<file path="src/m4ta_pkg.sv">
// Shared types, constants and helper functions of the 4x4 matrix transform accumulator.
package m4ta_pkg;

  // Fixed-point format of the stored matrix and of the beats.
  localparam int FRAC_BITS = 16;
  localparam int ELEM_W    = 32;
  localparam int VAL_W     = 32;

  // Matrix geometry.
  localparam int ROWS    = 4;
  localparam int COLS    = 4;
  localparam int MAT_N   = ROWS * COLS;
  localparam int IDX_W   = $clog2(MAT_N);
  localparam int ROW_W   = $clog2(ROWS);
  localparam int COL_W   = $clog2(COLS);
  localparam logic [IDX_W-1:0] LAST_IDX = IDX_W'(MAT_N - 1);

  // Arithmetic widths: one product, and a sum of one row of products.
  localparam int PROD_W = ELEM_W + VAL_W;
  localparam int SUM_W  = PROD_W + $clog2(COLS);

  // Queue sizes (powers of two).
  localparam int CMD_DEPTH = 2;
  localparam int CMD_PTR_W = $clog2(CMD_DEPTH);
  localparam int CMD_CNT_W = $clog2(CMD_DEPTH + 1);
  localparam int RES_DEPTH = 8;
  localparam int RES_PTR_W = $clog2(RES_DEPTH);
  localparam int RES_CNT_W = $clog2(RES_DEPTH + 1);

  typedef enum logic [1:0] {
    OP_LOAD = 2'd0,
    OP_MUL  = 2'd1,
    OP_ADD  = 2'd2,
    OP_CMP  = 2'd3
  } op_t;

  typedef logic signed [VAL_W-1:0]  val_t;
  typedef logic signed [ELEM_W-1:0] elem_t;
  typedef logic signed [PROD_W-1:0] prod_t;
  typedef logic signed [SUM_W-1:0]  sum_t;

  typedef struct packed {
    logic [1:0]       operation;
    logic [IDX_W-1:0] element_index;
    val_t             element_value;
  } in_t;

  typedef struct packed {
    logic [IDX_W-1:0] result_index;
    val_t             result_value;
    logic             is_equal;
    logic             is_compare;
    logic             last_result;
  } out_t;

  // One complete incoming matrix together with the operation to run on it.
  typedef struct packed {
    op_t                  op;
    logic [MAT_N-1:0][VAL_W-1:0] mat;
  } cmd_t;

  localparam sum_t SAT_HI = {{(SUM_W - ELEM_W + 1){1'b0}}, {(ELEM_W - 1){1'b1}}};
  localparam sum_t SAT_LO = ~SAT_HI;

  // Clamp a wide signed value into the stored element range.
  function automatic elem_t sat_elem(input sum_t x);
    elem_t r;
    if (x > SAT_HI) begin
      r = SAT_HI[ELEM_W-1:0];
    end else if (x < SAT_LO) begin
      r = SAT_LO[ELEM_W-1:0];
    end else begin
      r = x[ELEM_W-1:0];
    end
    return r;
  endfunction

  localparam sum_t  ONE_WIDE = sum_t'(1) <<< FRAC_BITS;
  localparam elem_t ONE_VAL  = sat_elem(ONE_WIDE);

endpackage

</file>
<file path="src/m4ta_front.sv">
// Front end: incoming element buffer and detection of the triggering element.
module m4ta_front import m4ta_pkg::*; (
  input  logic clk,
  input  logic accept,
  input  in_t  item,
  output logic cmd_push,
  output cmd_t cmd
);

  val_t elem_buf_r [MAT_N];

  always_ff @(posedge clk) begin
    if (accept) begin
      elem_buf_r[item.element_index] <= item.element_value;
    end
  end

  // The triggering beat itself supplies the last element of the snapshot.
  always_comb begin
    cmd.op = op_t'(item.operation);
    for (int i = 0; i < MAT_N; i++) begin
      cmd.mat[i] = (i == MAT_N - 1) ? item.element_value : elem_buf_r[i];
    end
    cmd_push = accept && (item.element_index == LAST_IDX);
  end

endmodule

</file>
<file path="config.mk">
export PLATFORM = sky130hd
export DESIGN_NAME = m4ta_front
export DESIGN_NICKNAME = d
export VERILOG_FILES = /design/src/m4ta_pkg.sv /design/src/m4ta_front.sv
export SDC_FILE = /design/constraint.sdc
export NUM_CORES = 1
export LEC_CHECK = 0
export ABC_AREA = 1
export BUFFER_PORTS_ARGS = -buffer_cell sky130_fd_sc_hd__buf_4
export CORE_AREA = 5 5 211 213
export CTS_CLUSTER_DIAMETER = 40
export CTS_CLUSTER_SIZE = 10
export DETAILED_ROUTE_END_ITERATION = 12
export DIE_AREA = 0 0 216 218
export PLACE_DENSITY = 0.58
export SETUP_SLACK_MARGIN = 0.1
export SKIP_CTS_REPAIR_TIMING = 1
export SLEW_MARGIN = 20
export SYNTH_ARGS = -nofsm -noshare
export SYNTH_HDL_FRONTEND = slang
export SYNTH_SLANG_ARGS = --single-unit
</file>
<file path="constraint.sdc">
create_clock -name clk -period 2.85 [get_ports clk]
set_clock_uncertainty 0.1 [all_clocks]
set_input_delay 0.1425 -clock clk [delete_from_list [all_inputs] [get_ports clk]]
set_output_delay 0.1425 -clock clk [all_outputs]
set_load 0.02 [all_outputs]
</file>
-- Yosys cells after proc, flatten, opt, wreduce, memory -nomap -nowiden
Memories as Yosys holds them, arrays and structs flattened.
Cells that the tools add are included.
- bits in registers: 0
- input port bits: 40
- bits in writable memories: 512
- memories: 1
- word-level logic and storage cells: 5
- memories (memory ; depth ; width ; rd ports ; clocked after Yosys merged registers in ; wr ports ; line ; text):
    elem_buf_r ; 16 ; 32 ; 15 ; 0 ; 1 ; m4ta_front.sv:10 ; val_t elem_buf_r [MAT_N];
- multiplexer cells: 2
- equality and inequality tests: 1
- reductions and logical operators: 1
- operator list (cell ; count):
    $eq A4 B4 Y1 const B ; 1
    $mux W1 ; 2
    $logic_and A1 B1 Y1 ; 1

-- Depth between registers and ports, before layout
- depth in word-level cells: 2
- gate-level depth with buffers: 3
- mapped depth without buffers: 3

-- Worst setup path after synthesis
OpenSTA, ideal clock, no wires.
- path kind: input-to-reg
- from: in item[32] (netlist name)
- to: mem elem_buf_r[0][0] (netlist name), enable pin
- setup time: 0.421 ns
- setup slack: 0.635 ns
- stages on the path: 3
- arrival time: 1.694 ns
- cell sequence: nor2_1 -> nand2_1 -> nor2_1
- RTL lines (what ; line ; text):
    start: declaration ; m4ta_front.sv:5 ; input in_t item,
    end: declaration ; m4ta_front.sv:10 ;
No word-level cell before the write port.

==> flow_summary.json <==
{
  "wire_per_inst_um": 25.6,
  "status": "finished clean",
  "max_cap_violations": 0,
  "route.detailed.drc": 0,
  "clkTransAtPathRegs_ns": 0.05,
  "hold_depth": 3,
  "place_congestion": 0.803,
  "wl_met2_um": 23600,
  "crit_slowest_cell": "edfxtp_1",
  "die_h_um": 218,
  "p_per_area_nw_per_um2": 711,
  "synth_top_area_cell": "edfxtp_1",
  "via_per_inst": 4.48,
  "p_leak_nw": 8.14,
  "crit_path_max_incr_delay_ns": 0.45,
  "rsz0062_at_grt": "false",
  "vdd_ir_drop_max_v": 0.000453,
  "wl_met3_um": 3950,
  "tightest_slew_ns": 0.738,
  "finalMaxSlewViolations": 0,
  "cts.sinks": 480,
  "largest_reg_flops": 480,
  "async_flop_share": 0,
  "ys_types": 6,
  "core_um2": 42500,
  "dp_cells": 1625,
  "hold_path.class": "in -> reg",
  "post-route-util": 0.512,
  "layout-drive-gt1-share": 0.547,
  "required_ns": 2.61,
  "startpoint_type": "register",
  "cp_num_buf_inv": 1,
  "arrival_ns": 1.22,
  "htree_levels": 2,
  "crit_chain": "buf_4",
  "grt-ovfl-total": 0,
  "nets": 1213,
  "avgSynthCellArea_um2": 27.1,
  "netlist_instances": 547,
  "cts_inserted_buffers": 60,
  "ys_seq_area_frac": 0.974,
  "cts_tree": "built",
  "path_max_fanout": 1,
  "synthFlopType": "edfxtp_1",
  "initial_core_util": 0.348,
  "synth_area_leaders": "edfxtp_1 97%, buf_4 1.7%, nor2_1 0.43%",
  "cp-end-kind": "output pin",
  "fin_tns_setup_ns": 0,
  "grt_pass1_vias": 8090,
  "area_growth_pct": 47.0,
  "crit_family": "flip-flops",
  "placed_area_um2": 19700,
  "grt_pass1_wl_um": 60900,
  "post-synth-top-count-cell": "edfxtp_1",
  "final-instance-count-excl-fill": 1745,
  "syn_area_um2": 14800,
  "gr-usage-all-layers": 0.179,
  "synth_edf_count": 480,
  "holdWs_ns": 0.133,
  "routed_wl_um": 44700,
  "hpwl_um": 28800,
  "antenna_found_initial": 0,
  "die_area_um2": 47100,
  "drt_iter0_drc": 524,
  "finalCritPeriodShare": 0.514,
  "pin_count": 555,
  "vias": 7825,
  "fmax_mhz": 683,
  "syn_nets": 587,
  "design_area_um2": 21700,
  "synth_seq_cells": 480,
  "synth_warnings": 0,
  "max_slew_margin": 0.507,
  "cp.depth": 1,
  "finalHoldViolations": 0,
  "antenna_left": 0,
  "synth_top_area_share": 0.974,
  "io_buffers": 550,
  "rows": 76,
  "setup.worst_path.class": "reg -> out",
  "cts_buffer_depth": 3,
  "top_signal_layer_used": "met4",
  "grt_start_max_net_pins": 33,
  "timing.final.crit_period_ns": 1.46,
  "drt_pass1_iterations": 4,
  "setup_viol": 0,
  "top_register": "elem_buf_r",
  "synthTopCellsByCount": "480 x edfxtp_1, 34 x buf_4, 17 x nor2_1",
  "wl_met1_um": 16200,
  "root_buffer": "clkbuf_16",
  "fp.dieW_um": 216,
  "top_regs": "elem_buf_r x480"
}
## kinds of logic after synthesis
logic type | synth area share
DFF | 0.974
buffers and inverters | 0.0185
and+or+nand+nor | 0.00752
## area by class of cell
type	instances	area [um2]
Inverter	5	18.8
Timing Repair Buffer	598	4660
Tap cell	546	683
Fill cell	3435	20800
Sequential cell	480	14400
Multi-Input combinational cell	28	224
Clock inverter	19	198
Antenna cell	1	2.50
Clock buffer	68	1550
## path summary, 6_finish.rpt
path                        start                     endpoint  slack, ns
min                        accept  elem_buf_r[0][19]$_DFFE_PP_       0.13
max   elem_buf_r[9][25]$_DFFE_PP_                     cmd[313]       1.39
## where the power goes
part	leakage (nW)	switching, mW	internal, mW
Combinational	2.95	0.465	0.253
Sequential	4.34	0.0427	7.92
Clock	0.858	2.61	4.17
Total	8.14	3.12	12.3
## per-stage QoR
step                      setup slack [ns]  power (mW)
final                                 1.39        15.5
after global routing                  1.33        16.0
after CTS                             1.31        15.6
after detailed placement             0.842        8.80
after global placement               0.846        8.80
after floorplan                      0.635        8.38
## metal layers
| layer | global-route usage | vias to the layer above |
|---|---|---|
| met5 | 0 | - |
| met4 | 0.0536 | 0 |
| met3 | 0.0600 | 54 |
| met2 | 0.322 | 397 |
| met1 | 0.205 | 3981 |
| li1 | - | 3393 |
## cell usage in the layout (no fill, tap or decap)
| cell | n |
|---|---|
| buf_4 | 559 |
| edfxtp_1 | 480 |
| clkbuf_16 | 61 |
| dlygate4sd3_1 | 32 |
| nor2_4 | 15 |
| clkbuf_1 | 7 |
| buf_12 | 7 |
| nand2_1 | 6 |
| clkinv_2 | 6 |
| clkinv_1 | 6 |
| inv_1 | 5 |
| nand3_1 | 5 |
| bufinv_16 | 4 |
| nor2_1 | 2 |
| clkinv_4 | 2 |
| diode_2 | 1 |
| clkinvlp_4 | 1 |
(Power assumes the default switching activity.)
