File: src/m4ta_pkg.sv
// Shared types, constants and helper functions of the 4x4 matrix transform accumulator.
package m4ta_pkg;

  // Fixed-point format of the stored matrix and of the beats.
  localparam int FRAC_BITS = 16;
  localparam int ELEM_W    = 32;
  localparam int VAL_W     = 32;

  // Matrix geometry.
  localparam int ROWS    = 4;
  localparam int COLS    = 4;
  localparam int MAT_N   = ROWS * COLS;
  localparam int IDX_W   = $clog2(MAT_N);
  localparam int ROW_W   = $clog2(ROWS);
  localparam int COL_W   = $clog2(COLS);
  localparam logic [IDX_W-1:0] LAST_IDX = IDX_W'(MAT_N - 1);

  // Arithmetic widths: one product, and a sum of one row of products.
  localparam int PROD_W = ELEM_W + VAL_W;
  localparam int SUM_W  = PROD_W + $clog2(COLS);

  // Queue sizes (powers of two).
  localparam int CMD_DEPTH = 2;
  localparam int CMD_PTR_W = $clog2(CMD_DEPTH);
  localparam int CMD_CNT_W = $clog2(CMD_DEPTH + 1);
  localparam int RES_DEPTH = 8;
  localparam int RES_PTR_W = $clog2(RES_DEPTH);
  localparam int RES_CNT_W = $clog2(RES_DEPTH + 1);

  typedef enum logic [1:0] {
    OP_LOAD = 2'd0,
    OP_MUL  = 2'd1,
    OP_ADD  = 2'd2,
    OP_CMP  = 2'd3
  } op_t;

  typedef logic signed [VAL_W-1:0]  val_t;
  typedef logic signed [ELEM_W-1:0] elem_t;
  typedef logic signed [PROD_W-1:0] prod_t;
  typedef logic signed [SUM_W-1:0]  sum_t;

  typedef struct packed {
    logic [1:0]       operation;
    logic [IDX_W-1:0] element_index;
    val_t             element_value;
  } in_t;

  typedef struct packed {
    logic [IDX_W-1:0] result_index;
    val_t             result_value;
    logic             is_equal;
    logic             is_compare;
    logic             last_result;
  } out_t;

  // One complete incoming matrix together with the operation to run on it.
  typedef struct packed {
    op_t                  op;
    logic [MAT_N-1:0][VAL_W-1:0] mat;
  } cmd_t;

  localparam sum_t SAT_HI = {{(SUM_W - ELEM_W + 1){1'b0}}, {(ELEM_W - 1){1'b1}}};
  localparam sum_t SAT_LO = ~SAT_HI;

  // Clamp a wide signed value into the stored element range.
  function automatic elem_t sat_elem(input sum_t x);
    elem_t r;
    if (x > SAT_HI) begin
      r = SAT_HI[ELEM_W-1:0];
    end else if (x < SAT_LO) begin
      r = SAT_LO[ELEM_W-1:0];
    end else begin
      r = x[ELEM_W-1:0];
    end
    return r;
  endfunction

  localparam sum_t  ONE_WIDE = sum_t'(1) <<< FRAC_BITS;
  localparam elem_t ONE_VAL  = sat_elem(ONE_WIDE);

endpackage

File: src/m4ta_res_queue.sv
// Result queue that holds finished result beats until the receiver pops them.
module m4ta_res_queue import m4ta_pkg::*; (
  input  logic                 clk,
  input  logic                 rst_n,
  input  logic                 push,
  input  out_t                 din,
  output logic [RES_CNT_W-1:0] count,
  input  logic                 pop,
  output out_t                 dout,
  output logic                 empty
);

  out_t                 entry_r [RES_DEPTH];
  logic [RES_PTR_W-1:0] wr_ptr_r, wr_ptr_nxt;
  logic [RES_PTR_W-1:0] rd_ptr_r, rd_ptr_nxt;
  logic [RES_CNT_W-1:0] count_r, count_nxt;
  logic                 do_push, do_pop;

  assign count   = count_r;
  assign empty   = (count_r == '0);
  assign do_push = push && (count_r != RES_CNT_W'(RES_DEPTH));
  assign do_pop  = pop && !empty;
  assign dout    = entry_r[rd_ptr_r];

  always_comb begin
    wr_ptr_nxt = do_push ? wr_ptr_r + 1'b1 : wr_ptr_r;
    rd_ptr_nxt = do_pop ? rd_ptr_r + 1'b1 : rd_ptr_r;
    count_nxt  = count_r + RES_CNT_W'(do_push) - RES_CNT_W'(do_pop);
  end

  always_ff @(posedge clk) begin
    if (!rst_n) begin
      wr_ptr_r <= '0;
      rd_ptr_r <= '0;
      count_r  <= '0;
    end else begin
      wr_ptr_r <= wr_ptr_nxt;
      rd_ptr_r <= rd_ptr_nxt;
      count_r  <= count_nxt;
    end
  end

  always_ff @(posedge clk) begin
    if (do_push) begin
      entry_r[wr_ptr_r] <= din;
    end
  end

endmodule

File: config.mk
export PLATFORM = sky130hd
export DESIGN_NAME = m4ta_res_queue
export DESIGN_NICKNAME = d
export VERILOG_FILES = /design/src/m4ta_pkg.sv /design/src/m4ta_res_queue.sv
export SDC_FILE = /design/constraint.sdc
export NUM_CORES = 1
export LEC_CHECK = 0
export CORE_ASPECT_RATIO = 1.4
export CORE_MARGIN = 1.5
export CORE_UTILIZATION = 35
export CTS_BUF_LIST = sky130_fd_sc_hd__clkbuf_8 sky130_fd_sc_hd__clkbuf_16
export DETAILED_ROUTE_END_ITERATION = 16
export DONT_BUFFER_PORTS = 1
export PLACE_DENSITY = 0.57
export SLEW_MARGIN = 20
export SYNTH_ARGS = -nofsm -noshare
export SYNTH_HDL_FRONTEND = slang
export SYNTH_SLANG_ARGS = --single-unit
File: constraint.sdc
create_clock -name clk -period 4.9 [get_ports clk]
set_clock_uncertainty 0.15 [all_clocks]
set_input_delay 0.49 -clock clk [delete_from_list [all_inputs] [get_ports clk]]
set_output_delay 0.49 -clock clk [all_outputs]
set_load 0.1 [all_outputs]
# Word-level counts from Yosys, hierarchy flattened
# Memory sizes are Yosys's and may differ from the RTL's. A register that Yosys moved wholly into a read port is not among the register bits.
# Cells that the tools add are included.
# totals
output_inout_bits	44
romBits	0
latch_bits	0
ff_bits	10
n_memories	1
ramBits	312
inputBits	43
# classes
n_shift	0
addsub	4
mux	4
multipliers	0
n_lt_le_gt_ge	0
n_bitwise	0
eq_ne	1
n_reduce_logical	4
n_div	0
# memory_table
name	words	word_bits	read_ports	rd_ports_with_merged_regs	write_ports	line_no	text
entry_r	8	39	1	1	1	m4ta_res_queue.sv:13	out_t entry_r [RES_DEPTH];
# op_table
operator	count
adder 3 x 1 -> 3 bit (second input constant)	2
two-way mux 3 bit	2
adder 4 x 1 -> 4 bit	1
logical NOT 4 bit	1
!= test 4 bit (second input constant)	1
subtractor 4 x 1 -> 4 bit	1
logical AND 1 bit	2
two-way mux 1 bit	2
logical NOT 1 bit	1

# Logic depth before layout (Yosys ltp)
# Gate-level depths: netlist of the first run.
# depth
depth_word	5
mapped_depth	11
mapped_depth_nobuf	10

# Least setup slack after synthesis of the first run
# Ideal clock, no wire load.
# synth_path
path_kind	register -> register
startpoint	register count_r[2], in the netlist count[2]
endpoint	memory entry_r[0][0] (netlist name) (enable)
setup_ns	0.533
path_slack_ns	-1.299
t_arrival_ns	5.516
stages_incl_launch_ff	6
path_buffers	0
required_time_ns	4.217
synth_period_minus_slack_ns	6.199
path_cell_list	dfxtp_1 > inv_1 > ha_1 > or3b_2 > nand2_1 > nor4_1
# synth_between
elab_chain_len	4
# synth_rtl
element	line_no	text
from (decl)	m4ta_res_queue.sv:16	logic [RES_CNT_W-1:0] count_r, count_nxt;
from (signal assigned)	m4ta_res_queue.sv:39	count_r <= count_nxt;
!= test 4 bit	m4ta_res_queue.sv:21	assign do_push = push && (count_r != RES_CNT_W'(RES_DEPTH));
logical AND 1 bit	m4ta_res_queue.sv:21	
two-way mux 1 bit	m4ta_res_queue.sv:44	if (do_push) begin
two-way mux 1 bit (not written as such)	m4ta_res_queue.sv:45	entry_r[wr_ptr_r] <= din;
to (decl)	m4ta_res_queue.sv:13	
# No other way between the ends.

==> flow_summary.json, run 1 <==
{
  "critPathTopFamily": "flip-flops",
  "required_ns": 4.26,
  "cts_root_buf": "clkbuf_16",
  "max_slew_margin_pct": 34.6,
  "cpPeakStageDelay_ns": 0.99,
  "worstPathMaxFanout": 62,
  "track_usage_pct": 13.8,
  "critical_path.endpoint_type": "output port",
  "ir_drop_mv": 0.378,
  "die-height_um": 227,
  "setup_ws_ns": 1.41,
  "synth_mux_area_share_pct": 18.8,
  "first_global_vias": 5968,
  "finalCritPeriodShare_pct": 71.2,
  "synthSimpleGateAreaFrac_pct": 1.47,
  "synth_top_cell_by_area": "edfxtp_1",
  "p_total_mw": 8.13,
  "ys_async_sr_fraction_pct": 0,
  "syn-num-nets": 580,
  "critPathLaunchType": "flip-flop",
  "ys_ff_latch": 325,
  "grt_pass1_wl_um": 37100,
  "drv_cap": 0,
  "cts_resized": 0,
  "status": "finished, final reports clean",
  "setup_violations": 0,
  "seq_area_frac_synth_pct": 77.1,
  "clock_latency_ns": 0.56,
  "core_sq_um": 35100,
  "io_pins": 87,
  "drtIter0Drc": 332,
  "path_cells": "buf_4, mux4_2, mux2_2",
  "grt_overflow_total": 0,
  "cts_tree": "built",
  "postCtsSetupBuffers": 0,
  "cp_slowest_cell": "dfxtp_4",
  "dieArea_sq_um": 36900,
  "via_per_inst": 5.00,
  "synth_flop_cell": "edfxtp_1",
  "leakage_nw": 4.54,
  "synth_area_leaders": "edfxtp_1 (75%), mux4_2 (14%), mux2_4 (2.4%)",
  "synth_top_family_by_area": "multiplexers",
  "fmax_mhz": 287,
  "ys.warnings.count": 0,
  "synthesis.area_sq_um": 12500,
  "area_growth_pct": 16.5,
  "tightest_slew_ns": 0.981,
  "syn_area_per_cell_sq_um": 23.6,
  "core.rowCount": 81,
  "post-dp-hpwl_um": 13300,
  "ant_nets": 0,
  "vias": 5390,
  "synth_compound_area_share_pct": 0.260,
  "hold_viol": 0,
  "synth.top_cell.area_share_pct": 75.0,
  "die_w_um": 163,
  "drt-wirelength-per-cell_um": 23.0,
  "wl_um": 24800,
  "cts.sink_count": 325,
  "cts_buffers": 31,
  "gp_routability_congestion": 0.679,
  "synth-edff-count": 312,
  "synth_cell_types": 29,
  "fin_crit_ns": 3.49,
  "crit_type": "flip-flop to output port",
  "initial_core_util_pct": 35.6,
  "grt_antenna_before_repair": 1,
  "drive_gt1_share_pct": 30.8,
  "power_density_nw_per_um2": 558,
  "drc_errors": 0,
  "nets": 649,
  "drv_slew": 0,
  "netlist_instances": 529,
  "place_ws_ns": 1.86,
  "numPortBuffers": 0,
  "first_pass_iters": 4,
  "crit_buf_inv": 1,
  "rsz0062_at_grt": "no",
  "hold_class": "primary input to flip-flop",
  "arrival_ns": 2.85,
  "cts_htree_levels": 1,
  "synthAdderAreaFrac_pct": 0.861,
  "synth_xor_area_share_pct": 0.140,
  "grt_max_degree": 63,
  "ctsLongestPathBuffers": 3,
  "clk_pin_slew_ns": 0.06
}
## cells in the mapped netlist, types with 2 or more instances
cell / instances
clkbuf_1: 11
nor3_1: 4
nand3_1: 2
nor2b_1: 2
mux2_2: 19
buf_2: 9
nor2_1: 3
ha_1: 7
mux2i_1: 8
dfxtp_1: 13
nand2b_1: 6
mux4_2: 78
edfxtp_1: 312
buf_12: 3
inv_1: 4
xnor2_1: 2
and2_1: 3
nand2_1: 12
mux2_4: 20
a21boi_0: 2
## timing repair
action | in CTS | in global routing
hold buffers | 41 | 0
setup endpoints to repair | 0 | 0
endpoints found under the hold margin | 325 | 0
## through the flow
| step | cells | cell area (sq um) | util, % | setup TNS (ns) | hold slack, ns |
|---|---|---|---|---|---|
| 2_1_floorplan | 529 | 12500 | - | -30.33 | 0.310 |
| 3_3_place_gp | 980 | 13100 | 37.5 | 0 | 0.328 |
| 3_5_place_dp | 980 | 13100 | 37.5 | 0 | 0.330 |
| 4_1_cts | 1077 | 14600 | 41.5 | 0 | 0.0403 |
| 5_1_grt | 1077 | 14600 | 41.5 | 0 | 0.107 |
| 6_report | 1078 | 14600 | 41.5 | 0 | 0.0708 |
## final timing paths
kind / start / to / slack [ns] / cells after the start
worst min-delay path: pop / flip-flop / 0.07 / 3
worst max-delay path: flip-flop / dout[13] / 1.41 / 3
worst max register to register: count[2] / count[2] / 1.85 / 11
worst min register to register: rd_ptr_r[1] / flip-flop / 0.35 / 2
## area by class of cell
type,instances,area [sq um]
tap,456,571
fill,3078,20500
antenna,1,2.50
timing repair buffer,60,571
sequential,325,9640
inverter,4,15.0
clock buffer,31,776
multi-input combinational,176,2760
clock inverter,25,224
## worst reg2reg max path, stage by stage, from the launching register on
cell     delay (ns)
dfxtp_1        0.30
buf_4          0.23
inv_1          0.14
ha_1           0.15
or3b_2         0.47
nand2_1        0.39
xnor2_1        0.18
ha_1           0.20
inv_1          0.07
fa_1           0.40
xnor2_1        0.13
and2_1         0.14
## flip-flops by register name, indices dropped and copies added, names as in the netlist, named ones only
| name | count |
|---|---|
| wr_ptr_r | 3 |
| rd_ptr_r | 3 |
| count | 4 |
| entry_r | 312 |
## layer usage
metal | global-route usage, % | vias to the layer above | share of wire [%] | wire length (um)
met2 | 24.8 | 101 | 53 | 13200
li1 | - | 2353 | - | -
met5 | 0 | - | 0 | 0
met3 | 2.78 | 27 | 4.7 | 1160
met4 | 4.08 | 0 | 1.7 | 413
met1 | 16.7 | 2909 | 41 | 10100
## logic make-up (layout without fill, tap and decap cells)
kind of cell	after synthesis	in the layout
fa+ha+maj	8	8
flops	325	325
compound gates	5	5
buf+inv	28	120
mux	125	125
simple gates	36	36
other cells	0	1
xor+xnor	2	2
## cells in the final DEF (no fill, tap or decap), types with 2 or more instances in the layout
| master | netlist | final |
|---|---|---|
| mux2_4 | 20 | 20 |
| clkinv_2 | 0 | 2 |
| nor2b_1 | 2 | 2 |
| nor2_4 | 0 | 3 |
| clkinvlp_4 | 0 | 2 |
| nand2_1 | 12 | 12 |
| buf_4 | 0 | 18 |
| mux2_2 | 19 | 19 |
| and2_1 | 3 | 3 |
| inv_1 | 4 | 11 |
| mux4_2 | 78 | 78 |
| nand3_1 | 2 | 2 |
| clkbuf_16 | 0 | 32 |
| a21boi_0 | 2 | 2 |
| dlygate4sd3_1 | 0 | 41 |
| clkinv_1 | 0 | 7 |
| nand2b_1 | 6 | 6 |
| ha_1 | 7 | 7 |
| bufinv_16 | 0 | 4 |
| mux2i_1 | 8 | 8 |
| xnor2_1 | 2 | 2 |
| dfxtp_1 | 13 | 10 |
| dfxtp_4 | 0 | 2 |
| nor3_2 | 0 | 3 |
| edfxtp_1 | 312 | 312 |
| inv_6 | 0 | 3 |
## power breakdown
| part | switching [mW] | internal (mW) |
|---|---|---|
| logic | 1.82 | 0.625 |
| clock network | 0.979 | 1.36 |
| registers | 0.111 | 3.24 |
| total | 2.91 | 5.22 |
No activity file was read; power rests on OpenSTA's default activity.
==> run 2: changes to the inputs <==
PLACE_DENSITY = 0.55   (was 0.57)
clock period = 3.6 ns   (was 4.9 ns; I/O delays follow)
==> run 2 against run 1 <==
  * Final area rose by 0.72%
  * Sequential share of layout area shrank 0.47 points
  * Power increased by 36%
  * Die area did not move
  * Core utilization increased by 0.30 points
  * Non-clock buffer count rose by 4
  * Highest routed layer is now met5
==> flow_summary.json, run 2 (synthesis results as in run 1) <==
{
  "timing.rr.start": "count[2]",
  "ant_nets": 0,
  "clk_pin_slew_ns": 0.06,
  "cts_resized": 0,
  "die-height_um": 227,
  "status": "finished, final reports clean",
  "grt_pass1_wl_um": 37100,
  "finalCritPeriodShare_pct": 90.6,
  "io_pins": 87,
  "fin_tns_setup_ns": 0,
  "drv_slew": 0,
  "setup_ws_ns": 0.340,
  "initial_core_util_pct": 35.6,
  "cts_buffers": 31,
  "rsz0062_at_grt": "no",
  "worstPathMaxFanout": 7,
  "vias": 5427,
  "nets": 653,
  "cts_tree": "built",
  "power_density_nw_per_um2": 755,
  "grt_antenna_before_repair": 2,
  "setup_violations": 0,
  "p_switching_mw": 3.96,
  "grt_overflow_total": 0,
  "numPortBuffers": 0,
  "layout_common_cells": "edfxtp_1 (312), mux4_2 (78), dlygate4sd3_1 (42), clkbuf_16 (31), mux2_4 (20)",
  "cts.sink_count": 325,
  "post-dp-hpwl_um": 14200,
  "whs_ns": 0.0733,
  "grt_max_degree": 53,
  "layout_commonest_cell": "edfxtp_1",
  "fmax_mhz": 307,
  "dieArea_sq_um": 36900,
  "hold_class": "primary input to flip-flop",
  "clock_latency_ns": 0.56,
  "arrival_ns": 3.56,
  "cp-startpoint": "count[2]",
  "cts_htree_levels": 1,
  "gp_routability_congestion": 0.741,
  "ctsLongestPathBuffers": 3,
  "hold_viol": 0,
  "drive_gt1_share_pct": 31.4,
  "max_slew_margin_pct": 23.8,
  "via_per_inst": 5.01,
  "largest_register": "entry_r",
  "fin_crit_ns": 3.26,
  "comb_power_share_pct": 29.8,
  "core.rowCount": 81,
  "leakage_nw": 4.57,
  "switching_share_pct": 35.7,
  "power.internal_mw": 7.12,
  "tightest_slew_ns": 1.14,
  "ir_drop_mv": 0.584,
  "wl_um": 24200,
  "die_w_um": 163,
  "first_global_vias": 6034,
  "area_growth_pct": 17.4,
  "drtIter0Drc": 339,
  "crit_type": "flip-flop to flip-flop",
  "drc_errors": 0,
  "first_pass_iters": 4,
  "drv_cap": 0,
  "drt-wirelength-per-cell_um": 22.4,
  "cts_root_buf": "clkbuf_16",
  "hp-start": "pop",
  "critical_path.endpoint_type": "flip-flop",
  "required_ns": 3.90,
  "track_usage_pct": 13.6,
  "critPathLaunchType": "flip-flop",
  "largest_reg_flops": 312,
  "core_sq_um": 35100,
  "nFillCells": 3074,
  "clock_power_share_pct": 28.7,
  "pwr-share-seq_pct": 41.5,
  "place_ws_ns": 0.329
}
## run 2: worst paths after layout
| path | slack [ns] | endpoint | depth (start not counted) |
|---|---|---|---|
| worst min register to register | 0.36 | flip-flop | 2 |
| worst max-delay path | 0.34 | count[2] | 11 |
| worst max register to register | 0.34 | count[2] | 11 |
| worst min-delay path | 0.07 | flip-flop | 3 |
## run 2: per-stage QoR
step,cells,cell area (sq um),util [%],total power [mW]
after global placement,983,13200,37.8,7.90
after global routing,1083,14700,41.8,11.5
after detailed placement,983,13200,37.8,7.97
final,1084,14700,41.8,11.1
after CTS,1083,14700,41.8,11.2
after floorplan,529,12500,-,7.53
## run 2: per-layer routing
layer	share of wire, %	GRT usage [%]
met1	38	15.5
met2	56	25.4
met3	4.0	2.73
met4	1.8	4.11
met5	0.066	0
## run 2: worst max-delay path, cell delays in order, from the launching register on
cell and delay, ns:
dfxtp_2 0.32, inv_1 0.11, ha_1 0.16, nor3b_4 0.93, nor2b_1 0.11, buf_4 0.22, xnor2_1 0.16, ha_1 0.21
inv_1 0.07, fa_1 0.42, xnor2_1 0.14, and2_1 0.16
## run 2: cell type report
class / instances / area [sq um] / area share (%)
inverters: 4 / 15.0 / 0.102
clock buffers: 31 / 776 / 5.29
well taps: 456 / 571 / 3.89
clock inverters: 27 / 225 / 1.54
multi-input cells: 176 / 2790 / 19.0
repair buffers: 64 / 648 / 4.42
diodes: 1 / 2.50 / 0.0171
flip-flops and latches: 325 / 9640 / 65.7
## run 2: power by group through the flow
stage | Clock [mW] | Combinational (mW) | Sequential (mW)
3_5_place_dp | 0 | 3.28 | 4.69
3_3_place_gp | 0 | 3.24 | 4.67
4_1_cts | 3.26 | 3.37 | 4.61
2_1_floorplan | 0 | 2.87 | 4.67
5_1_grt | 3.39 | 3.43 | 4.63
6_report | 3.17 | 3.30 | 4.60
## run 2: what timing repair did
action	in CTS	in global routing
buffers inserted	0	0
hold endpoints to repair	325	0
hold buffers	42	0
