<file path="config.mk">
export PLATFORM = sky130hd
export DESIGN_NAME = m4ta_cmd_queue
export DESIGN_NICKNAME = d
export VERILOG_FILES = /design/src/m4ta_pkg.sv /design/src/m4ta_cmd_queue.sv
export SDC_FILE = /design/constraint.sdc
export NUM_CORES = 1
export LEC_CHECK = 0
export ABC_AREA = 1
export BUFFER_PORTS_ARGS = -buffer_cell sky130_fd_sc_hd__buf_4
export CAP_MARGIN = 20
export CELL_PAD_IN_SITES_DETAIL_PLACEMENT = 0
export CELL_PAD_IN_SITES_GLOBAL_PLACEMENT = 1
export CORE_AREA = 2 2 404 406
export CTS_BUF_LIST = sky130_fd_sc_hd__clkbuf_4 sky130_fd_sc_hd__clkbuf_8
export DETAILED_ROUTE_END_ITERATION = 7
export DIE_AREA = 0 0 406 408
export GPL_TIMING_DRIVEN = 1
export PLACE_DENSITY = 0.44
export SLEW_MARGIN = 20
export SYNTH_ARGS = -nofsm -noshare
export SYNTH_HDL_FRONTEND = slang
export SYNTH_SLANG_ARGS = --single-unit
</file>
<file path="constraint.sdc">
create_clock -name clk -period 31.7 [get_ports clk]
set_input_delay 1.585 -clock clk [delete_from_list [all_inputs] [get_ports clk]]
set_output_delay 1.585 -clock clk [all_outputs]
set_load 0.01 [all_outputs]
</file>
<file path="src/m4ta_pkg.sv">
// Shared types, constants and helper functions of the 4x4 matrix transform accumulator.
package m4ta_pkg;

  // Fixed-point format of the stored matrix and of the beats.
  localparam int FRAC_BITS = 16;
  localparam int ELEM_W    = 32;
  localparam int VAL_W     = 32;

  // Matrix geometry.
  localparam int ROWS    = 4;
  localparam int COLS    = 4;
  localparam int MAT_N   = ROWS * COLS;
  localparam int IDX_W   = $clog2(MAT_N);
  localparam int ROW_W   = $clog2(ROWS);
  localparam int COL_W   = $clog2(COLS);
  localparam logic [IDX_W-1:0] LAST_IDX = IDX_W'(MAT_N - 1);

  // Arithmetic widths: one product, and a sum of one row of products.
  localparam int PROD_W = ELEM_W + VAL_W;
  localparam int SUM_W  = PROD_W + $clog2(COLS);

  // Queue sizes (powers of two).
  localparam int CMD_DEPTH = 2;
  localparam int CMD_PTR_W = $clog2(CMD_DEPTH);
  localparam int CMD_CNT_W = $clog2(CMD_DEPTH + 1);
  localparam int RES_DEPTH = 8;
  localparam int RES_PTR_W = $clog2(RES_DEPTH);
  localparam int RES_CNT_W = $clog2(RES_DEPTH + 1);

  typedef enum logic [1:0] {
    OP_LOAD = 2'd0,
    OP_MUL  = 2'd1,
    OP_ADD  = 2'd2,
    OP_CMP  = 2'd3
  } op_t;

  typedef logic signed [VAL_W-1:0]  val_t;
  typedef logic signed [ELEM_W-1:0] elem_t;
  typedef logic signed [PROD_W-1:0] prod_t;
  typedef logic signed [SUM_W-1:0]  sum_t;

  typedef struct packed {
    logic [1:0]       operation;
    logic [IDX_W-1:0] element_index;
    val_t             element_value;
  } in_t;

  typedef struct packed {
    logic [IDX_W-1:0] result_index;
    val_t             result_value;
    logic             is_equal;
    logic             is_compare;
    logic             last_result;
  } out_t;

  // One complete incoming matrix together with the operation to run on it.
  typedef struct packed {
    op_t                  op;
    logic [MAT_N-1:0][VAL_W-1:0] mat;
  } cmd_t;

  localparam sum_t SAT_HI = {{(SUM_W - ELEM_W + 1){1'b0}}, {(ELEM_W - 1){1'b1}}};
  localparam sum_t SAT_LO = ~SAT_HI;

  // Clamp a wide signed value into the stored element range.
  function automatic elem_t sat_elem(input sum_t x);
    elem_t r;
    if (x > SAT_HI) begin
      r = SAT_HI[ELEM_W-1:0];
    end else if (x < SAT_LO) begin
      r = SAT_LO[ELEM_W-1:0];
    end else begin
      r = x[ELEM_W-1:0];
    end
    return r;
  endfunction

  localparam sum_t  ONE_WIDE = sum_t'(1) <<< FRAC_BITS;
  localparam elem_t ONE_VAL  = sat_elem(ONE_WIDE);

endpackage

</file>
<file path="src/m4ta_cmd_queue.sv">
// Short command queue between the front end and the execution back end.
module m4ta_cmd_queue import m4ta_pkg::*; (
  input  logic clk,
  input  logic rst_n,
  input  logic push,
  input  cmd_t din,
  output logic full,
  input  logic pop,
  output cmd_t dout,
  output logic empty
);

  cmd_t                 entry_r [CMD_DEPTH];
  logic [CMD_PTR_W-1:0] wr_ptr_r, wr_ptr_nxt;
  logic [CMD_PTR_W-1:0] rd_ptr_r, rd_ptr_nxt;
  logic [CMD_CNT_W-1:0] count_r, count_nxt;
  logic                 do_push, do_pop;

  assign full    = (count_r == CMD_CNT_W'(CMD_DEPTH));
  assign empty   = (count_r == '0);
  assign do_push = push && !full;
  assign do_pop  = pop && !empty;
  assign dout    = entry_r[rd_ptr_r];

  always_comb begin
    wr_ptr_nxt = do_push ? wr_ptr_r + 1'b1 : wr_ptr_r;
    rd_ptr_nxt = do_pop ? rd_ptr_r + 1'b1 : rd_ptr_r;
    count_nxt  = count_r + CMD_CNT_W'(do_push) - CMD_CNT_W'(do_pop);
  end

  always_ff @(posedge clk) begin
    if (!rst_n) begin
      wr_ptr_r <= '0;
      rd_ptr_r <= '0;
      count_r  <= '0;
    end else begin
      wr_ptr_r <= wr_ptr_nxt;
      rd_ptr_r <= rd_ptr_nxt;
      count_r  <= count_nxt;
    end
  end

  always_ff @(posedge clk) begin
    if (do_push) begin
      entry_r[wr_ptr_r] <= din;
    end
  end

endmodule

</file>
# == Yosys cells after proc, flatten, opt, wreduce, memory -nomap -nowiden ==
# Memories as Yosys holds them, arrays and structs flattened. A register that Yosys moved wholly into a read port is not among the register bits.
# Cells that the tools add are included.
# op_classes
add_sub_neg,4
n_reduce_logical,5
eq_ne,1
n_mux,4
# ops
cell,n
1-bit two-way mux,4
"1-bit adder, second input constant",2
2-bit by 1-bit adder with 2-bit output,1
"2-bit == test, second input constant",1
1-bit logical AND,2
1-bit zero test,2
2-bit zero test,1
2-bit by 1-bit subtractor with 2-bit output,1
# totals
ram_bits,1028
wordCells,18
regBits,4
inputBits,518
mem_count,1
# mem_list
memory,depth,width,read_ports,rd_clocked_by_memory_dff,wr,line_no,text
entry_r,2,514,1,1,1,m4ta_cmd_queue.sv:13,cmd_t entry_r [CMD_DEPTH];

# == Longest topological paths before layout ==
# Gate-level depths: netlist of run 1.
# depth
word_depth,5
depth_mapped,11

# == Worst setup path after synthesis of run 1 ==
# OpenSTA, ideal clock, no wires.
# synth_timing
path_kind,input to register
start,input port push
end,memory entry_r[0][0] (netlist name) (enable)
slack_ps,7385
arrival_time_ps,22914
required_time_ps,30299
stages,2
setup_time_ps,1401
path_cell_list,nand2_1 > nor2_1
# synth_via
elab_chain_len,3
# synth_rtl
item,line_no,text
"start, declared",m4ta_cmd_queue.sv:5,"input logic push,"
1-bit logical AND,m4ta_cmd_queue.sv:21,assign do_push = push && !full;
1-bit two-way mux,m4ta_cmd_queue.sv:44,if (do_push) begin
1-bit two-way mux (implied by the code),m4ta_cmd_queue.sv:45,entry_r[wr_ptr_r] <= din;
"end, declared",m4ta_cmd_queue.sv:13,
# No other way between the ends.

==> impl_metrics.xml, run 1 <==
<?xml version="1.0" encoding="UTF-8"?>
<metrics>
  <group name="setup_path">
    <metric name="timing.reg2reg.worst_path_depth" unit="">8</metric>
    <metric name="rrSetupSlack" unit="ns">26.62</metric>
    <metric name="cell_breakdown_of_the_critical_path" unit="">buf_4, buf_12, buf_4, buf_4, mux2_4, buf_4</metric>
    <metric name="worst_r2r_endpoint" unit="">entry_r[1][418]</metric>
    <metric name="timing.critical_path.from_type" unit="">flip-flop</metric>
    <metric name="worst-setup-path-type" unit="">reg -&gt; out</metric>
    <metric name="critical_path.endpoint_type" unit="">output pin</metric>
    <metric name="worst_r2r_startpoint" unit="">count_r[0]</metric>
    <metric name="critPathRequiredTime" unit="ns">30.12</metric>
    <metric name="timing.critical_path.fanout_max" unit="">113</metric>
    <metric name="cp.arrival" unit="ns">5.83</metric>
    <metric name="critical-path-max-stage-delay" unit="ns">0.92</metric>
    <metric name="crit_path_frequent_cell" unit="">buf_4</metric>
    <metric name="cpMaxStageDelayCell" unit="">dfxtp_4</metric>
  </group>
  <group name="floorplanning">
    <metric name="core_area" unit="mm^2">0.162</metric>
    <metric name="die_width" unit="um">406</metric>
    <metric name="design.portCount" unit="">1034</metric>
    <metric name="initial_utilization" unit="%">24.3</metric>
    <metric name="die_area" unit="mm^2">0.166</metric>
    <metric name="rows" unit="">148</metric>
    <metric name="die_height" unit="um">408</metric>
  </group>
  <group name="clock_network">
    <metric name="h-tree-depth" unit="">4</metric>
    <metric name="worst_setup_hold_path_clk_slew" unit="ns">0.05</metric>
    <metric name="cts_hold_buffers" unit="">0</metric>
    <metric name="root_buffer" unit="">clkbuf_8</metric>
    <metric name="cts-resized-gates" unit="">0</metric>
    <metric name="cts_buffer_depth" unit="">3</metric>
    <metric name="clock_sink_count" unit="">1033</metric>
    <metric name="cts_made_buffers" unit="">182</metric>
    <metric name="clock_latency" unit="ns">0.89</metric>
    <metric name="post_cts_buffers" unit="">0</metric>
    <metric name="cts_tree" unit="">done</metric>
  </group>
  <group name="sta">
    <metric name="period_minus_slack" unit="ns">7.41</metric>
    <metric name="worst_pin_slew" unit="ns">1.15</metric>
    <metric name="timing.final.max_slew_violations" unit="">0</metric>
    <metric name="setup_violations" unit="">0</metric>
    <metric name="fin_crit_sh" unit="%">23.4</metric>
    <metric name="rsz0062_at_grt" unit="">false</metric>
    <metric name="max_clock_freq" unit="GHz">0.135</metric>
    <metric name="hold_violations" unit="">0</metric>
    <metric name="setup-tns-final" unit="ns">0</metric>
    <metric name="final.hold.worst_slack" unit="ns">0.499</metric>
    <metric name="max_slew_headroom" unit="%">23.6</metric>
    <metric name="finClkSkew" unit="ns">0.0431</metric>
  </group>
  <group name="layout">
    <metric name="post_route_non_filler_standard_cell_count" unit="">5146</metric>
    <metric name="drive_gt1_share" unit="%">62.4</metric>
    <metric name="mostFrequentLayoutCells" unit="">buf_4 (1045), edfxtp_1 (1028), mux2_4 (460), clkbuf_8 (185)</metric>
    <metric name="filler_cell_count" unit="">15600</metric>
    <metric name="post-route-cell-area" unit="mm^2">0.0529</metric>
    <metric name="layout.nets" unit="">3335</metric>
    <metric name="areaGrowthSynthToFinish" unit="%">34.6</metric>
    <metric name="layout_commonest_cell" unit="">buf_4</metric>
  </group>
  <group name="grt">
    <metric name="global_route_wire_length_before_repair" unit="um">159000</metric>
    <metric name="global_route.usage.total" unit="%">13.6</metric>
    <metric name="grt_remaining_overflow" unit="">0</metric>
    <metric name="grt_antenna_before_repair" unit="">31</metric>
    <metric name="grt_pass1_vias" unit="">21800</metric>
    <metric name="grt_start_max_net_pins" unit="">156</metric>
  </group>
  <group name="routing">
    <metric name="routedWlPerCell" unit="um">22.7</metric>
    <metric name="dr_vias" unit="">20000</metric>
    <metric name="viasPerCell" unit="">3.89</metric>
    <metric name="detail_route.iter0.violations" unit="">1002</metric>
    <metric name="post-route-drc-count" unit="">0</metric>
    <metric name="detail-route-antenna-nets" unit="">0</metric>
    <metric name="detailedRoute.firstPassIterationCount" unit="">5</metric>
    <metric name="detail_route.wirelength" unit="um">117000</metric>
  </group>
  <group name="place">
    <metric name="gp_routability_congestion" unit="">0.783</metric>
    <metric name="port-buffer-count" unit="">1033</metric>
    <metric name="dpl.hpwl" unit="um">83300</metric>
    <metric name="dp_cells" unit="">4806</metric>
    <metric name="detailed_place.area" unit="mm^2">0.0493</metric>
  </group>
  <group name="logic_synthesis">
    <metric name="postSynthCellCount" unit="">1637</metric>
    <metric name="synth_seq_cells" unit="">1033</metric>
    <metric name="synth_fp_nets" unit="">2157</metric>
    <metric name="synth.yosys.warnings" unit="">0</metric>
    <metric name="synth_sequential_area_ratio" unit="%">78.8</metric>
    <metric name="synth.avg_cell_area" unit="um^2">24.0</metric>
    <metric name="yosys.cell_types.count" unit="">13</metric>
    <metric name="netlist_area" unit="mm^2">0.0393</metric>
  </group>
  <group name="run_status">
    <metric name="run_status" unit="">complete, no violations</metric>
  </group>
  <group name="power">
    <metric name="switchingPower" unit="mW">1.18</metric>
    <metric name="power.density" unit="mW/mm^2">79.0</metric>
    <metric name="power.share.switching" unit="%">28.3</metric>
    <metric name="peakVddDrop" unit="mV">0.0467</metric>
    <metric name="p_leak" unit="nW">20.2</metric>
    <metric name="pwr-share-clk" unit="%">28.9</metric>
    <metric name="fin_total_pwr" unit="mW">4.18</metric>
    <metric name="internal_power" unit="mW">3.00</metric>
    <metric name="pwr-share-seq" unit="%">42.8</metric>
    <metric name="comb_power_share" unit="%">28.3</metric>
  </group>
  <group name="hold_path">
    <metric name="hp-start" unit="">rd_ptr_r</metric>
    <metric name="worstHoldPathType" unit="">reg -&gt; reg</metric>
    <metric name="instance_count_along_the_most_critical_hold_path" unit="">2</metric>
  </group>
  <group name="job">
    <metric name="maxCapViolCount" unit="">0</metric>
  </group>
</metrics>
## layer usage
metal	global-route usage [%]	routed length [um]	up-vias	part of all wire [%]
li1	-	-	8943	-
met5	0	175	-	0.15
met1	13.5	40500	9987	35
met4	5.46	3750	30	3.2
met2	23.8	59600	811	51
met3	7.12	12800	230	11
## worst max-delay path: cells and delay by family (launching register included)
| family | cells | cell delay (ns) |
|---|---|---|
| multiplexers | 1 | 0.35 |
| flip-flops | 1 | 0.92 |
| buffers and inverters | 5 | 3.24 |
## cell usage after synthesis (all sizes together)
| library cell | instances | area, um^2 |
|---|---|---|
| inv | 9 | 33.8 |
| nor2 | 8 | 30.0 |
| a21oi | 2 | 10.0 |
| nand3 | 3 | 15.0 |
| dfxtp | 5 | 100 |
| buf | 57 | 686 |
| edfxtp | 1028 | 30900 |
| mux2 | 514 | 7510 |
| nand2 | 9 | 33.8 |
| ha | 2 | 25.0 |
## layout make-up
cell class | count | area (um^2) | area share [%]
diodes | 15 | 37.5 | 0.0709
clock buffers | 239 | 2950 | 5.58
clock inverters | 86 | 588 | 1.11
inverters | 9 | 41.3 | 0.0780
multi-input cells | 538 | 7640 | 14.4
flip-flops and latches | 1033 | 31000 | 58.5
well taps | 2175 | 2720 | 5.14
repair buffers | 1051 | 7960 | 15.0
## flip-flops by register name (all words and copies together), names as in the netlist, named ones only
name / flops
wr_ptr_r: 1
rd_ptr_r: 1
count_r: 2
entry_r: 1028
## worst max-delay path by stage
stage               from             to  slack, ns  cells past startpoint
6_report       flip-flop      dout[432]      24.29                      6
5_1_grt        flip-flop      dout[427]      23.87                      6
4_1_cts        flip-flop      dout[321]      24.04                      6
3_5_place_dp   flip-flop      dout[321]      25.12                      6
3_3_place_gp   flip-flop      dout[364]      25.21                      6
2_1_floorplan       push  entry_r[0][0]       7.38                      2
## power by group through the flow
stage                     combinational, mW  clock (mW)  sequential [mW]
final                                  1.18        1.21             1.79
after global routing                   1.26        1.32             1.81
after CTS                              1.22        1.26             1.79
after detailed placement               1.21           0             1.82
after global placement                 1.21           0             1.81
after floorplan                       0.677           0             1.95
## kinds of logic after synthesis
| logic type | count (synthesis) | synth area share, % |
|---|---|---|
| DFF | 1033 | 78.8 |
| muxes | 514 | 19.1 |
| buffers and inverters | 66 | 1.83 |
| and+or+nand+nor | 20 | 0.200 |
| AOI/OAI and AO/OA | 2 | 0.0255 |
| adders and majority gates | 2 | 0.0636 |
## through the flow
step           setup slack (ns)  util, %
6_report                  24.29     32.7
3_3_place_gp              25.21     30.5
5_1_grt                   23.87     32.7
2_1_floorplan              7.38        -
4_1_cts                   24.04     32.7
3_5_place_dp              25.12     30.5
Note: power is estimated with default switching activity, not from simulation.
==> run 2: changes to the inputs <==
Settings changed: ABC_AREA 1 to 0.
Clock period 31.7 ns to 7.7 ns, I/O delays scaled along.
==> run 2 against run 1 <==
Compared with the run above: clock power grew to 4.1 times the previous value; critical path type unchanged; largest power group unchanged; clock skew fell by 0.015 ns; total power increased to 4.4 times the previous value; clock-buffer cell count increased by 16; worst hold slack lost 0.32 ns; first-iteration DRC count down 1.4%; register-to-register slack got worse by 22 ns; die area unchanged.
==> impl_metrics.xml, run 2 <==
<?xml version="1.0" encoding="UTF-8"?>
<metrics>
  <group name="setup_path">
    <metric name="timing.critical_path.fanout_max" unit="">109</metric>
    <metric name="cell_breakdown_of_the_critical_path" unit="">buf_12, buf_12, mux2_4, buf_4</metric>
    <metric name="critical-path-max-stage-delay" unit="ns">0.94</metric>
    <metric name="timing.critical_path.from_type" unit="">flip-flop</metric>
    <metric name="worst-path-buf-inv" unit="">3</metric>
    <metric name="timing.reg2reg.worst_path_depth" unit="">4</metric>
    <metric name="critical_path.endpoint_type" unit="">output pin</metric>
    <metric name="crit_path_frequent_cell" unit="">buf_12</metric>
    <metric name="cp.arrival" unit="ns">3.51</metric>
    <metric name="cpMaxStageDelayCell" unit="">dfxtp_4</metric>
    <metric name="worst-setup-path-type" unit="">reg -&gt; out</metric>
    <metric name="critPathRequiredTime" unit="ns">7.32</metric>
    <metric name="crit_family" unit="">buffers and inverters</metric>
    <metric name="crit_cells" unit="">4</metric>
  </group>
  <group name="logic_synthesis">
    <metric name="netlist_area" unit="mm^2">0.0393</metric>
    <metric name="postSynthCellCount" unit="">1626</metric>
    <metric name="synth-edff-count" unit="">1028</metric>
    <metric name="async_flop_share" unit="%">0</metric>
    <metric name="post-synth-top-area-cell" unit="">edfxtp_1</metric>
    <metric name="synth.avg_cell_area" unit="um^2">24.2</metric>
    <metric name="yosys.cell_types.count" unit="">19</metric>
    <metric name="top_area_cells_in_the_synthesized_netlist" unit="">edfxtp_1 (79%), mux2_4 (18%), mux2_2 (1.5%)</metric>
    <metric name="synth_sequential_area_ratio" unit="%">78.8</metric>
    <metric name="yosys-top-cells-count" unit="">edfxtp_1 (1028), mux2_4 (460), mux2_2 (54), buf_6 (32), buf_8 (20)</metric>
    <metric name="synth_largest_type_area_fraction" unit="%">78.5</metric>
    <metric name="synth_fp_nets" unit="">2146</metric>
    <metric name="synth_seq_cells" unit="">1033</metric>
    <metric name="synth.yosys.warnings" unit="">0</metric>
    <metric name="postSynth.topFlopCell" unit="">edfxtp_1</metric>
    <metric name="yosysMostFrequentCell" unit="">edfxtp_1</metric>
  </group>
  <group name="routing">
    <metric name="routedWlPerCell" unit="um">21.9</metric>
    <metric name="viasPerCell" unit="">3.86</metric>
    <metric name="detail_route.iter0.violations" unit="">988</metric>
    <metric name="post-route-drc-count" unit="">0</metric>
    <metric name="detail-route-antenna-nets" unit="">0</metric>
    <metric name="detailedRoute.firstPassIterationCount" unit="">5</metric>
    <metric name="detail_route.wirelength" unit="um">124000</metric>
    <metric name="dr_vias" unit="">21900</metric>
  </group>
  <group name="floorplanning">
    <metric name="die_area" unit="mm^2">0.166</metric>
    <metric name="die_width" unit="um">406</metric>
    <metric name="rows" unit="">148</metric>
    <metric name="initial_utilization" unit="%">24.3</metric>
    <metric name="design.portCount" unit="">1034</metric>
    <metric name="core_area" unit="mm^2">0.162</metric>
    <metric name="die_height" unit="um">408</metric>
  </group>
  <group name="grt">
    <metric name="grt_antenna_before_repair" unit="">34</metric>
    <metric name="global_route.usage.total" unit="%">14.6</metric>
    <metric name="grt_remaining_overflow" unit="">0</metric>
    <metric name="grt_start_max_net_pins" unit="">162</metric>
    <metric name="grt_busiest_layer" unit="">met2</metric>
    <metric name="met2_track_usage_gr" unit="%">25.7</metric>
    <metric name="gr-usage-met3" unit="%">6.83</metric>
    <metric name="grt_pass1_vias" unit="">24700</metric>
    <metric name="groute.layer.met1.usage" unit="%">14.7</metric>
    <metric name="global_route_wire_length_before_repair" unit="um">171000</metric>
  </group>
  <group name="hold_path">
    <metric name="worstHoldPathType" unit="">in -&gt; reg</metric>
    <metric name="instance_count_along_the_most_critical_hold_path" unit="">2</metric>
  </group>
  <group name="sta">
    <metric name="setup_violations" unit="">0</metric>
    <metric name="max_slew_headroom" unit="%">17.9</metric>
    <metric name="period_minus_slack" unit="ns">3.89</metric>
    <metric name="fin_crit_sh" unit="%">50.5</metric>
    <metric name="rsz0062_at_grt" unit="">false</metric>
    <metric name="worst_pin_slew" unit="ns">1.23</metric>
    <metric name="max_clock_freq" unit="GHz">0.257</metric>
    <metric name="timing.final.max_slew_violations" unit="">0</metric>
    <metric name="hold_violations" unit="">0</metric>
    <metric name="finClkSkew" unit="ns">0.0283</metric>
    <metric name="setup-tns-final" unit="ns">0</metric>
  </group>
  <group name="layout">
    <metric name="post-route-cell-area" unit="mm^2">0.0582</metric>
    <metric name="post_route_non_filler_standard_cell_count" unit="">5682</metric>
    <metric name="reg_top3" unit="">entry_r: 1028 flops, count_r: 2 flops</metric>
    <metric name="layout_commonest_cell" unit="">buf_4</metric>
    <metric name="drive_gt1_share" unit="%">53.4</metric>
    <metric name="max_flop_register" unit="">entry_r</metric>
    <metric name="areaGrowthSynthToFinish" unit="%">48.2</metric>
    <metric name="mostFrequentLayoutCells" unit="">buf_4 (1049), edfxtp_1 (1028), dlygate4sd3_1 (524), mux2_4 (460), clkbuf_8 (190)</metric>
    <metric name="layout.nets" unit="">3858</metric>
    <metric name="largest_register_ffs" unit="">1028</metric>
  </group>
  <group name="clock_network">
    <metric name="clock_sink_count" unit="">1033</metric>
    <metric name="cts_tree" unit="">done</metric>
    <metric name="worst_setup_hold_path_clk_slew" unit="ns">0.06</metric>
    <metric name="post_cts_buffers" unit="">0</metric>
    <metric name="cts_buffer_depth" unit="">3</metric>
    <metric name="cts_made_buffers" unit="">187</metric>
    <metric name="root_buffer" unit="">clkbuf_8</metric>
    <metric name="clock_latency" unit="ns">0.94</metric>
    <metric name="h-tree-depth" unit="">4</metric>
  </group>
  <group name="place">
    <metric name="port-buffer-count" unit="">1033</metric>
    <metric name="gp_routability_congestion" unit="">0.832</metric>
    <metric name="dp_cells" unit="">4800</metric>
    <metric name="detailed_place.area" unit="mm^2">0.0494</metric>
    <metric name="dpl.hpwl" unit="um">89300</metric>
  </group>
  <group name="power">
    <metric name="p_leak" unit="nW">22.4</metric>
    <metric name="peakVddDrop" unit="mV">0.205</metric>
    <metric name="power.density" unit="mW/mm^2">318</metric>
  </group>
  <group name="job">
    <metric name="maxCapViolCount" unit="">0</metric>
  </group>
  <group name="run_status">
    <metric name="run_status" unit="">complete, no violations</metric>
  </group>
</metrics>
run 2: cell count changes in the layout (fill, tap and decap cells not counted), sizes merged, moves of 5 or more:
cell / delta
diode: +8
bufinv: -5
dlygate4sd3: +524
clkbuf: +16
nand2: -7
buf: +5
run 2: cell type report:
| class | instances | area [um^2] |
|---|---|---|
| inverters | 3 | 11.3 |
| fillers | 15500 | 103000 |
| flip-flops and latches | 1033 | 31000 |
| clock inverters | 80 | 448 |
| multi-input cells | 533 | 7660 |
| diodes | 23 | 57.6 |
| clock buffers | 255 | 3100 |
| well taps | 2175 | 2720 |
| repair buffers | 1580 | 13300 |
run 2: power by group:
| part | internal, mW | switching (mW) |
|---|---|---|
| sequential | 7.27 | 0.317 |
| combinational | 3.14 | 2.84 |
| clock | 2.65 | 2.33 |
run 2: repair_timing:
item,CTS,global route
hold buffers,524,0
gates resized for setup,0,0
hold endpoints to repair,1053,0
run 2: worst paths after layout:
check	startpoint	endpoint	slack, ns
worst max-delay path	flip-flop	dout[288]	3.81
worst min-delay path	din[13]	entry_r[0][13]	0.18
worst max register to register	count_r[0]	entry_r[1][187]	4.59
worst min register to register	rd_ptr_r	rd_ptr_r	0.51
run 2: routing by layer:
layer,routed length [um],vias to the layer above
met5,127,-
met4,4310,20
li1,-,9997
met1,44400,10800
met2,63700,837
met3,12000,235
run 2: worst reg2reg max path: cells and delay by family (launching register included):
| kind | cells | cell delay [ns] |
|---|---|---|
| buf+inv | 2 | 1.39 |
| flops | 1 | 0.35 |
| simple gates | 2 | 1.00 |
run 2: stage by stage:
step | power, mW | hold slack, ns | setup WS [ns] | util (%)
5_1_grt | 19.4 | 0.0549 | 3.54 | 36.0
6_report | 18.5 | 0.179 | 3.81 | 36.0
3_3_place_gp | 13.5 | 0.497 | 4.57 | 30.6
3_5_place_dp | 13.5 | 0.512 | 4.49 | 30.6
4_1_cts | 18.9 | 0.000636 | 3.59 | 36.0
2_1_floorplan | 11.1 | 0.481 | -0.824 | -
run 2: logic make-up (layout without fill, tap and decap cells):
family / count (synthesis) / count (layout) / share of synthesized area, %
flops: 1033 / 1033 / 78.8
mux: 515 / 515 / 19.1
buf+inv: 60 / 1918 / 1.77
simple gates: 13 / 13 / 0.159
fa+ha+maj: 2 / 2 / 0.0637
xor+xnor: 2 / 2 / 0.0446
compound gates: 1 / 1 / 0.0191
other cells: 0 / 23 / 0
